<file path="config.mk">
export PLATFORM = sky130hd
export DESIGN_NAME = cfpa_cell
export DESIGN_NICKNAME = d
export VERILOG_FILES = /design/src/rtl/complex_fixed_point_alu_core_defines.svh /design/src/rtl/cfpa_pkg.sv /design/src/rtl/cfpa_cell.sv
export SDC_FILE = /design/constraint.sdc
export NUM_CORES = 1
export LEC_CHECK = 0
export BUFFER_PORTS_ARGS = -buffer_cell sky130_fd_sc_hd__buf_2
export CORE_AREA = 2 2 413 415
export DETAILED_ROUTE_END_ITERATION = 6
export DIE_AREA = 0 0 415 417
export GPL_ROUTABILITY_DRIVEN = 1
export SLEW_MARGIN = 20
export SYNTH_ARGS = -nofsm -noshare
export SYNTH_HDL_FRONTEND = slang
export SYNTH_SLANG_ARGS = --single-unit
</file>
<file path="constraint.sdc">
create_clock -name clk -period 3 [get_ports clk]
set_input_delay 0.15 -clock clk [delete_from_list [all_inputs] [get_ports clk]]
set_output_delay 0.15 -clock clk [all_outputs]
set_load 0.02 [all_outputs]
</file>
<file path="src/rtl/complex_fixed_point_alu_core_defines.svh">
// Assertion macros for the complex fixed-point ALU core.
// The core's top level includes this file; it depends on nothing else.
`ifndef COMPLEX_FIXED_POINT_ALU_CORE_DEFINES_SVH
`define COMPLEX_FIXED_POINT_ALU_CORE_DEFINES_SVH
`ifndef SYNTHESIS
`define CFPA_ASSERT_SAME(lbl, ante, cons, msg) \
  lbl: assert property (@(posedge clk) disable iff (rst) (ante) |-> (cons)) else $error(msg);
`define CFPA_ASSERT_NEXT(lbl, ante, cons, msg) \
  lbl: assert property (@(posedge clk) disable iff (rst) (ante) |=> (cons)) else $error(msg);
`else
`define CFPA_ASSERT_SAME(lbl, ante, cons, msg)
`define CFPA_ASSERT_NEXT(lbl, ante, cons, msg)
`endif
`endif

</file>
<file path="src/rtl/cfpa_pkg.sv">
// Shared constants, opcodes and pipeline types of the complex fixed-point ALU.
// Used by the front stages, the divide/root cells and the top level.
`timescale 1ns / 1ps
package cfpa_pkg;

  localparam int FRAC_BITS = 16;
  localparam int DATA_W    = 32;
  localparam int NUM_W     = 64;             // magnitudes of products and sums
  localparam int Q_W       = DATA_W + 1;     // quotient bits kept per division
  localparam int N_CELLS   = Q_W;            // one quotient bit and one root bit per cell
  localparam int RAD_W     = 2 * N_CELLS;    // radicand, two bits used per cell
  localparam int ROOT_W    = N_CELLS;
  localparam int SQREM_W   = DATA_W + 3;
  localparam int TOL_W     = 31;

  localparam logic [2:0] CMD_ADD = 3'd0;
  localparam logic [2:0] CMD_SUB = 3'd1;
  localparam logic [2:0] CMD_MUL = 3'd2;
  localparam logic [2:0] CMD_DIV = 3'd3;
  localparam logic [2:0] CMD_MOD = 3'd4;
  localparam logic [2:0] CMD_EQ  = 3'd5;
  localparam logic [2:0] CMD_NEG = 3'd6;

  // Sideband that travels with each word along the whole pipeline.
  typedef struct packed {
    logic [2:0]       cmd;
    logic             eq;
    logic             dz;
    logic             sat_re;
    logic             sat_im;
    logic             neg_re;
    logic             neg_im;
    logic [NUM_W-1:0] mag_re;
    logic [NUM_W-1:0] mag_im;
  } side_t;

  // Working state of the two division lanes and the square root.
  typedef struct packed {
    logic [NUM_W-1:0]   den;
    logic [NUM_W-1:0]   rem_re;
    logic [NUM_W-1:0]   rem_im;
    logic [Q_W-1:0]     nq_re;
    logic [Q_W-1:0]     nq_im;
    logic [RAD_W-1:0]   rad;
    logic [SQREM_W-1:0] srem;
    logic [ROOT_W-1:0]  root;
  } cell_t;

endpackage

</file>
<file path="src/rtl/cfpa_cell.sv">
// One cell of the divide and square-root chain: one quotient bit per lane
// and one root bit per word. Depends on cfpa_pkg.
`timescale 1ns / 1ps
module cfpa_cell (
  input  logic             clk,
  input  logic             rst,
  input  logic             en,
  input  logic             in_valid,
  input  cfpa_pkg::side_t  in_side,
  input  cfpa_pkg::cell_t  in_cell,
  output logic             out_valid,
  output cfpa_pkg::side_t  out_side,
  output cfpa_pkg::cell_t  out_cell
);
  import cfpa_pkg::*;

  logic [NUM_W:0]     t_re, t_im, den_x;
  logic               ge_re, ge_im, ge_sq;
  logic [SQREM_W+1:0] t_sq, trial;
  cell_t              cell_next;

  always_comb begin
    // Restoring division: the next numerator bit leaves the top of nq while
    // the new quotient bit enters at the bottom.
    den_x = {1'b0, in_cell.den};
    t_re  = {in_cell.rem_re, in_cell.nq_re[Q_W-1]};
    t_im  = {in_cell.rem_im, in_cell.nq_im[Q_W-1]};
    ge_re = (t_re >= den_x);
    ge_im = (t_im >= den_x);

    t_sq  = {in_cell.srem, in_cell.rad[RAD_W-1 -: 2]};
    trial = (SQREM_W+2)'({in_cell.root, 2'b01});
    ge_sq = (t_sq >= trial);

    cell_next        = in_cell;
    cell_next.rem_re = ge_re ? NUM_W'(t_re - den_x) : NUM_W'(t_re);
    cell_next.rem_im = ge_im ? NUM_W'(t_im - den_x) : NUM_W'(t_im);
    cell_next.nq_re  = {in_cell.nq_re[Q_W-2:0], ge_re};
    cell_next.nq_im  = {in_cell.nq_im[Q_W-2:0], ge_im};
    cell_next.srem   = ge_sq ? SQREM_W'(t_sq - trial) : SQREM_W'(t_sq);
    cell_next.root   = {in_cell.root[ROOT_W-2:0], ge_sq};
    cell_next.rad    = {in_cell.rad[RAD_W-3:0], 2'b00};
  end

  always_ff @(posedge clk) begin
    if (rst) begin
      out_valid <= 1'b0;
    end else if (en) begin
      out_valid <= in_valid;
    end
  end

  always_ff @(posedge clk) begin
    if (en) begin
      out_side <= in_side;
      out_cell <= cell_next;
    end
  end

endmodule
</file>
======== Word level (Yosys, flattened, before mapping) ========
Cells that the tools add are included.
operators by class
  magnitude comparators ................... 3
  muxes and demuxes ....................... 3
  $add $sub $neg .......................... 3
operators with widths
  cell              number
  $ge A65 B64 Y1    2
  $mux W64          2
  $sub A64 B64 Y64  2
  $ge A37 B35 Y1    1
  $mux W35          1
  $sub A35 B35 Y35  1
storage, ports and cells
  flip-flop bits (word level) ............. 528
  output and inout bits ................... 530
  word-level logic and storage cells ...... 27

======== Depth between registers and ports, before layout ========
Gate-level depths: netlist (run 1).
  depth in word-level cells ............... 2
  mapped depth ............................ 15
  mapped depth without buffers ............ 13

======== Worst setup path after synthesis (run 1) ========
Ideal clock, no wire load.
  kind .................................... input to register
  start ................................... input in_cell[199] in the netlist's numbering
  end ..................................... register out_cell[290] in the netlist's numbering, data pin
  cell stages on the path ................. 13
  arrival time ............................ 2.765 ns
  setup time .............................. 0.260 ns
  setup slack ............................. -0.025 ns
  path buffers ............................ 0
  path through ............................ inv_1 > ha_1 > fa_1 > nor2b_1 > o311a_1 > a21oi_1 > a31o_2 > o41ai_1 > a21boi_0 > o21a_1 > o21ai_0 > xor2_1 > mux2_4
RTL lines
  what                  RTL line         source
  from (decl)           cfpa_cell.sv:10  input cfpa_pkg::cell_t in_cell,
  to (signal assigned)  cfpa_cell.sv:56  out_cell <= cell_next;
  to (decl)             cfpa_cell.sv:13  output cfpa_pkg::cell_t out_cell

==> results of run 1 <==
==> where the power goes <==
part	total [mW]	switching [mW]	leakage (nW)	internal, mW
combinational	7.86	4.49	15.2	3.37
clock	8.66	3.91	1.11	4.75
sequential	9.38	0.306	5.16	9.08
total	25.9	8.70	21.5	17.2
==> flip-flops by register name (all words and copies together), names as in the netlist <==
| name | cells |
|---|---|
| out_valid | 1 |
| out_cell | 390 |
| out_side | 137 |
==> final timing paths <==
path                            cells after the start            end  slack, ns         start
worst max register to register                      3      out_valid       1.84     out_valid
worst min register to register                      3      out_valid       1.07     out_valid
worst min-delay path                                3  out_cell[200]      0.007  in_cell[328]
worst max-delay path                               14   out_cell[37]       0.04   in_cell[19]
==> layout make-up <==
| type | instances | area share |
|---|---|---|
| Inverter | 139 | 0.0107 |
| Clock inverter | 54 | 0.0110 |
| Clock buffer | 76 | 0.0364 |
| Antenna cell | 34 | 0.00175 |
| Timing Repair Buffer | 2248 | 0.327 |
| Sequential cell | 528 | 0.325 |
| Multi-Input combinational cell | 1530 | 0.231 |
| Tap cell | 2218 | 0.0570 |
==> worst max-delay path, delay by kind of cell <==
kind	cells	cell delay, ns
buf+inv	5	1.05
fa+ha+maj	1	0.24
compound gates	7	1.62
mux	1	0.35
==> per-layer routing <==
layer / part of all wire / GRT usage / up-vias
li1: - / - / 13100
met1: 0.32 / 0.174 / 13700
met2: 0.53 / 0.357 / 1127
met3: 0.063 / 0.0459 / 436
met4: 0.084 / 0.136 / 28
met5: 0.0011 / 0 / -
==> per-stage QoR <==
stage | total power [mW] | cell area, um^2 | util | instances
after floorplan | 12.7 | 27600 | - | 2288
after global placement | 16.5 | 40200 | 0.239 | 6110
after detailed placement | 16.5 | 40200 | 0.239 | 6110
after CTS | 26.0 | 47900 | 0.284 | 6769
after global routing | 26.9 | 48700 | 0.289 | 6819
final | 25.9 | 48700 | 0.289 | 6827
==> synthesized netlist by cell type (8+ instances only) <==
| cell type | number |
|---|---|
| o21ai_0 | 168 |
| mux2_2 | 16 |
| xnor2_1 | 84 |
| nor4_1 | 10 |
| clkbuf_1 | 66 |
| nor2b_1 | 20 |
| a21boi_0 | 13 |
| buf_6 | 12 |
| mux2_4 | 47 |
| ha_1 | 163 |
| inv_1 | 139 |
| edfxtp_1 | 527 |
| xor2_1 | 57 |
| nor3_1 | 23 |
| nand3_1 | 29 |
| nand4_1 | 44 |
| o21bai_1 | 28 |
| o21ai_1 | 19 |
| a21o_1 | 78 |
| and3_1 | 18 |
| o21a_1 | 25 |
| o211ai_1 | 11 |
| o31ai_1 | 14 |
| or3_1 | 10 |
| a311oi_1 | 8 |
| a31oi_1 | 19 |
| nand2_1 | 222 |
| nand2b_1 | 16 |
| a211oi_1 | 17 |
| nor2_1 | 90 |
| a21oi_1 | 177 |
==> kinds of logic (layout without fill, tap and decap cells) <==
logic type	after synthesis	count (layout)	synth area share
compound gates	638	638	0.148
buf+inv	230	2517	0.0357
simple gates	515	515	0.0876
flops	528	528	0.575
mux	69	69	0.0344
other cells	1	36	0.000136
xor+xnor	141	141	0.0448
fa+ha+maj	165	165	0.0754
==> repair_timing <==
action,in CTS,in global routing
setup endpoints to repair,85,158
hold endpoints to repair,577,3
cloned,0,3
hold buffers,528,3
resized for setup,5,107
pin swaps,1,30
buffers inserted,1,19
==> results.cfg, run 1 <==
[status]
outcome = complete, no violations

[place]
dp_hpwl_um = 141000
port-buffer-count = 1060
post-place-ws_ns = -0.939
place.gp.congestion = 0.956

[timing]
finalSetupTns_ns = 0
worst_slew_pin_slew_ns = 0.665
hold_ws_ns = 0.00700
hold_viol = 0
fin_ws_ns = 0.0367
setup_viol_count_final = 0
drv_slew = 0
period_needed_ns = 2.96
slew_headroom = 0.557
max_freq_ghz = 0.337
period_share = 0.988
clock_skew_ns = 0

[synth]
synth_cell_types = 85
synth_seq_area_share = 0.575
synth_ff_type = edfxtp_1
synth_area_leaders = edfxtp_1 57%, ha_1 7.4%, a21oi_1 3.2%
synth_edf_count = 527
yosysTopAreaCellShare = 0.574
async_flop_share = 0
syn_inst = 2287
syn_area_um2 = 27600
syn_area_per_cell_um2 = 12.1
yosys_warnings = 0
yosysTopAreaCell = edfxtp_1
synth-seq-cells = 528

[route]
routed_wl_um = 171000
wire_per_inst_um = 25.0
via_count = 28400
vias_per_cell = 4.16
drtIter0Drc = 1722
drc = 0
ant_nets = 0
drt_first_pass_iters = 6

[critical_path]
critical-path-slowest-cell = dlygate4sd3_1
path_cells = dlygate4sd3_1, buf_2, inv_1, ha_1, a21oi_2, o21ai_1, a311oi_2, o21ai_0, a211o_1, a31o_2, a2111oi_4, buf_4, buf_8, mux2_2
crit_type = in2reg
end_kind = register
arrival_ns = 3.41
crit_path_max_fanout = 6
max_stage_delay_ns = 0.54
critPathLaunchType = input port
crit_required_ns = 3.45

[min_path]
hold_class = in2reg

[finish]
seqCellArea_um2 = 15800
final_common_cell = buf_2
final_cell_mix = 1,059 x buf_2, 625 x buf_4, 528 x dlygate4sd3_1
n_fill_cell = 17600
final_layout_size_suffix_gt1_frac = 0.435
areaGrowthSynthToFinish_pct = 76.7
final_nets = 5215
multiInputGateArea_um2 = 11300

[clocking]
clkTransAtPathRegs_ns = 0.06
clk_latency_ns = 0.70
cts.htree.levels = 3
clockBufferDepth = 3
cts_buffers = 70
cts_root_buf = clkbuf_16
cts_sinks = 528
tritoncts = built

[floorplanning]
coreArea_um2 = 169000
die_h_um = 417
ios = 1063
std_cell_rows = 151
start_util = 0.164
die_x_um = 415
die_area_um2 = 173000

[global_routing]
grt_first_pass_wirelength_um = 226000
antenna_found_initial = 99
first_global_vias = 29100
track_usage = 0.188
gr-total-overflow = 0
grt_max_degree = 79

[power]
ir_worst_vdd_v = 0.000414
power_density_nw_per_um2 = 532
p_leak_nw = 21.5

[run]
maxCapViolations = 0
Power figures use the tool's default switching activity.
==> run 2: changes to the inputs <==
--- a/config.mk
+++ b/config.mk
@@ -6,10 +6,13 @@
 export NUM_CORES = 1
 export LEC_CHECK = 0
 export BUFFER_PORTS_ARGS = -buffer_cell sky130_fd_sc_hd__buf_2
-export CORE_AREA = 2 2 413 415
+export CELL_PAD_IN_SITES_DETAIL_PLACEMENT = 1
+export CELL_PAD_IN_SITES_GLOBAL_PLACEMENT = 1
+export CORE_AREA = 2 2 410 412
 export DETAILED_ROUTE_END_ITERATION = 6
-export DIE_AREA = 0 0 415 417
+export DIE_AREA = 0 0 412 414
 export GPL_ROUTABILITY_DRIVEN = 1
+export PLACE_DENSITY_LB_ADDON = 0.1
 export SLEW_MARGIN = 20
 export SYNTH_ARGS = -nofsm -noshare
 export SYNTH_HDL_FRONTEND = slang
==> results.cfg, run 2 (same netlist as run 1, synthesis figures left out) <==
[finish]
design_area_um2 = 49100
largest_reg_flops = 390
largest_registers = out_cell x390, out_side x137, out_valid x1
seqCellArea_um2 = 15800
final_common_cell = buf_2
n_fill_cell = 19000
areaGrowthSynthToFinish_pct = 78.0
final_layout_size_suffix_gt1_frac = 0.438
final_cell_mix = 1,056 x buf_2, 673 x buf_4, 530 x dlygate4sd3_1
multiInputGateArea_um2 = 11300
top_register = out_cell
final_nets = 5265

[power]
power_mw = 26.2
ir_worst_vdd_v = 0.000401
power_density_nw_per_um2 = 533
p_leak_nw = 21.7

[clocking]
clkTransAtPathRegs_ns = 0.06
cts_buffers = 73
clk_latency_ns = 0.68
clockBufferDepth = 3
cts.htree.levels = 3
cts_sinks = 528
cts_root_buf = clkbuf_16
tritoncts = built

[timing]
drv_slew = 0
clock_skew_ns = 0
hold_viol = 0
period_share = 0.981
max_freq_ghz = 0.340
setup_viol_count_final = 0
slew_headroom = 0.588
worst_slew_pin_slew_ns = 0.618
fin_ws_ns = 0.0571
period_needed_ns = 2.94

[route]
via_count = 27600
drc = 0
routed_wl_um = 178000
vias_per_cell = 4.03
drt_first_pass_iters = 4
ant_nets = 0
drtIter0Drc = 1177
wire_per_inst_um = 26.0

[floorplanning]
start_util = 0.166
std_cell_rows = 150
ios = 1063
die_h_um = 414
die_area_um2 = 171000
coreArea_um2 = 166000
die_x_um = 412

[critical_path]
reg2reg_depth = 3
critPathLaunchType = input port
crit_type = in2reg
reg2reg_to = out_valid
reg2reg_from = out_valid
crit_path_max_fanout = 6
regToRegSetupSlack_ns = 1.87
arrival_ns = 3.37
end_kind = register
crit_required_ns = 3.42

[run]
maxCapViolations = 0

[min_path]
holdPathStages = 3
whs_endpoint = out_cell[302]
min-delay-start = in_cell[301]
hold_class = in2reg

[global_routing]
grt_first_pass_wirelength_um = 242000
gr-total-overflow = 0
track_usage = 0.203
antenna_found_initial = 64
grt_max_degree = 87
first_global_vias = 29900

[place]
place.gp.congestion = 0.862
port-buffer-count = 1060
dp_hpwl_um = 149000
placed_area_um2 = 40700
post-place-ws_ns = -1.05

[status]
outcome = complete, no violations
==> run 2: worst max path at each step <==
stage / start / to / slack (ns) / cells past startpoint
floorplan: in_cell[166] / out_cell[260] / 0.007 / 13
global placement: in_cell[166] / out_cell[260] / -1.01 / 16
detailed placement: in_cell[166] / out_cell[260] / -1.05 / 16
CTS: in_cell[166] / out_cell[244] / -0.001 / 15
global route: in_cell[297] / out_cell[321] / -0.03 / 15
finish: in_cell[15] / out_cell[37] / 0.06 / 13
==> run 2: metal layers <==
metal,part of all wire,global-route usage,vias to the layer above
met5,0.0011,0,-
met4,0.054,0.0977,28
met1,0.39,0.227,13500
met3,0.055,0.0427,206
li1,-,-,13100
met2,0.50,0.361,757
==> run 2: worst max-delay path, cell delays in order <==
cell,delay (ns)
dlygate4sd3_1,0.53
buf_2,0.12
inv_1,0.05
ha_1,0.32
and3_1,0.24
nand4_1,0.22
nor4_1,0.11
buf_4,0.14
a211o_1,0.26
a31o_2,0.25
a2111oi_4,0.42
buf_6,0.20
mux2_1,0.35
==> run 2: what timing repair did <==
| action | 4_1_cts | 5_1_grt |
|---|---|---|
| cloned | 0 | 2 |
| buffers inserted | 0 | 17 |
| endpoints found under the setup margin | 63 | 157 |
| hold endpoints to repair | 553 | 2 |
| hold buffers | 531 | 2 |
| gates resized for setup | 8 | 107 |
| pin swaps | 0 | 24 |
==> run 2: report_power, final <==
part / internal [mW] / switching (mW) / leakage (nW)
Clock: 5.13 / 3.79 / 1.12
Combinational: 3.42 / 4.50 / 15.4
Sequential: 9.08 / 0.272 / 5.16
Total: 17.6 / 8.56 / 21.7
==> run 2: cell type report <==
type	instances	area share
timing repair buffer	2295	0.332
tap	2204	0.0562
sequential	528	0.323
clock inverter	31	0.00856
inverter	139	0.0106
multi-input combinational	1530	0.230
antenna	27	0.00138
clock buffer	94	0.0388
==> run 2: stage by stage <==
step                      hold slack [ns]  cells  TNS [ns]  utilization
after floorplan                     0.222   2288         0            -
after global placement              0.307   6147   -103.39        0.244
after detailed placement            0.317   6147   -104.56        0.244
after CTS                          -0.276   6803  -0.00227        0.291
after global routing               0.0455   6833    -0.352        0.295
final                              0.0631   6848         0        0.295
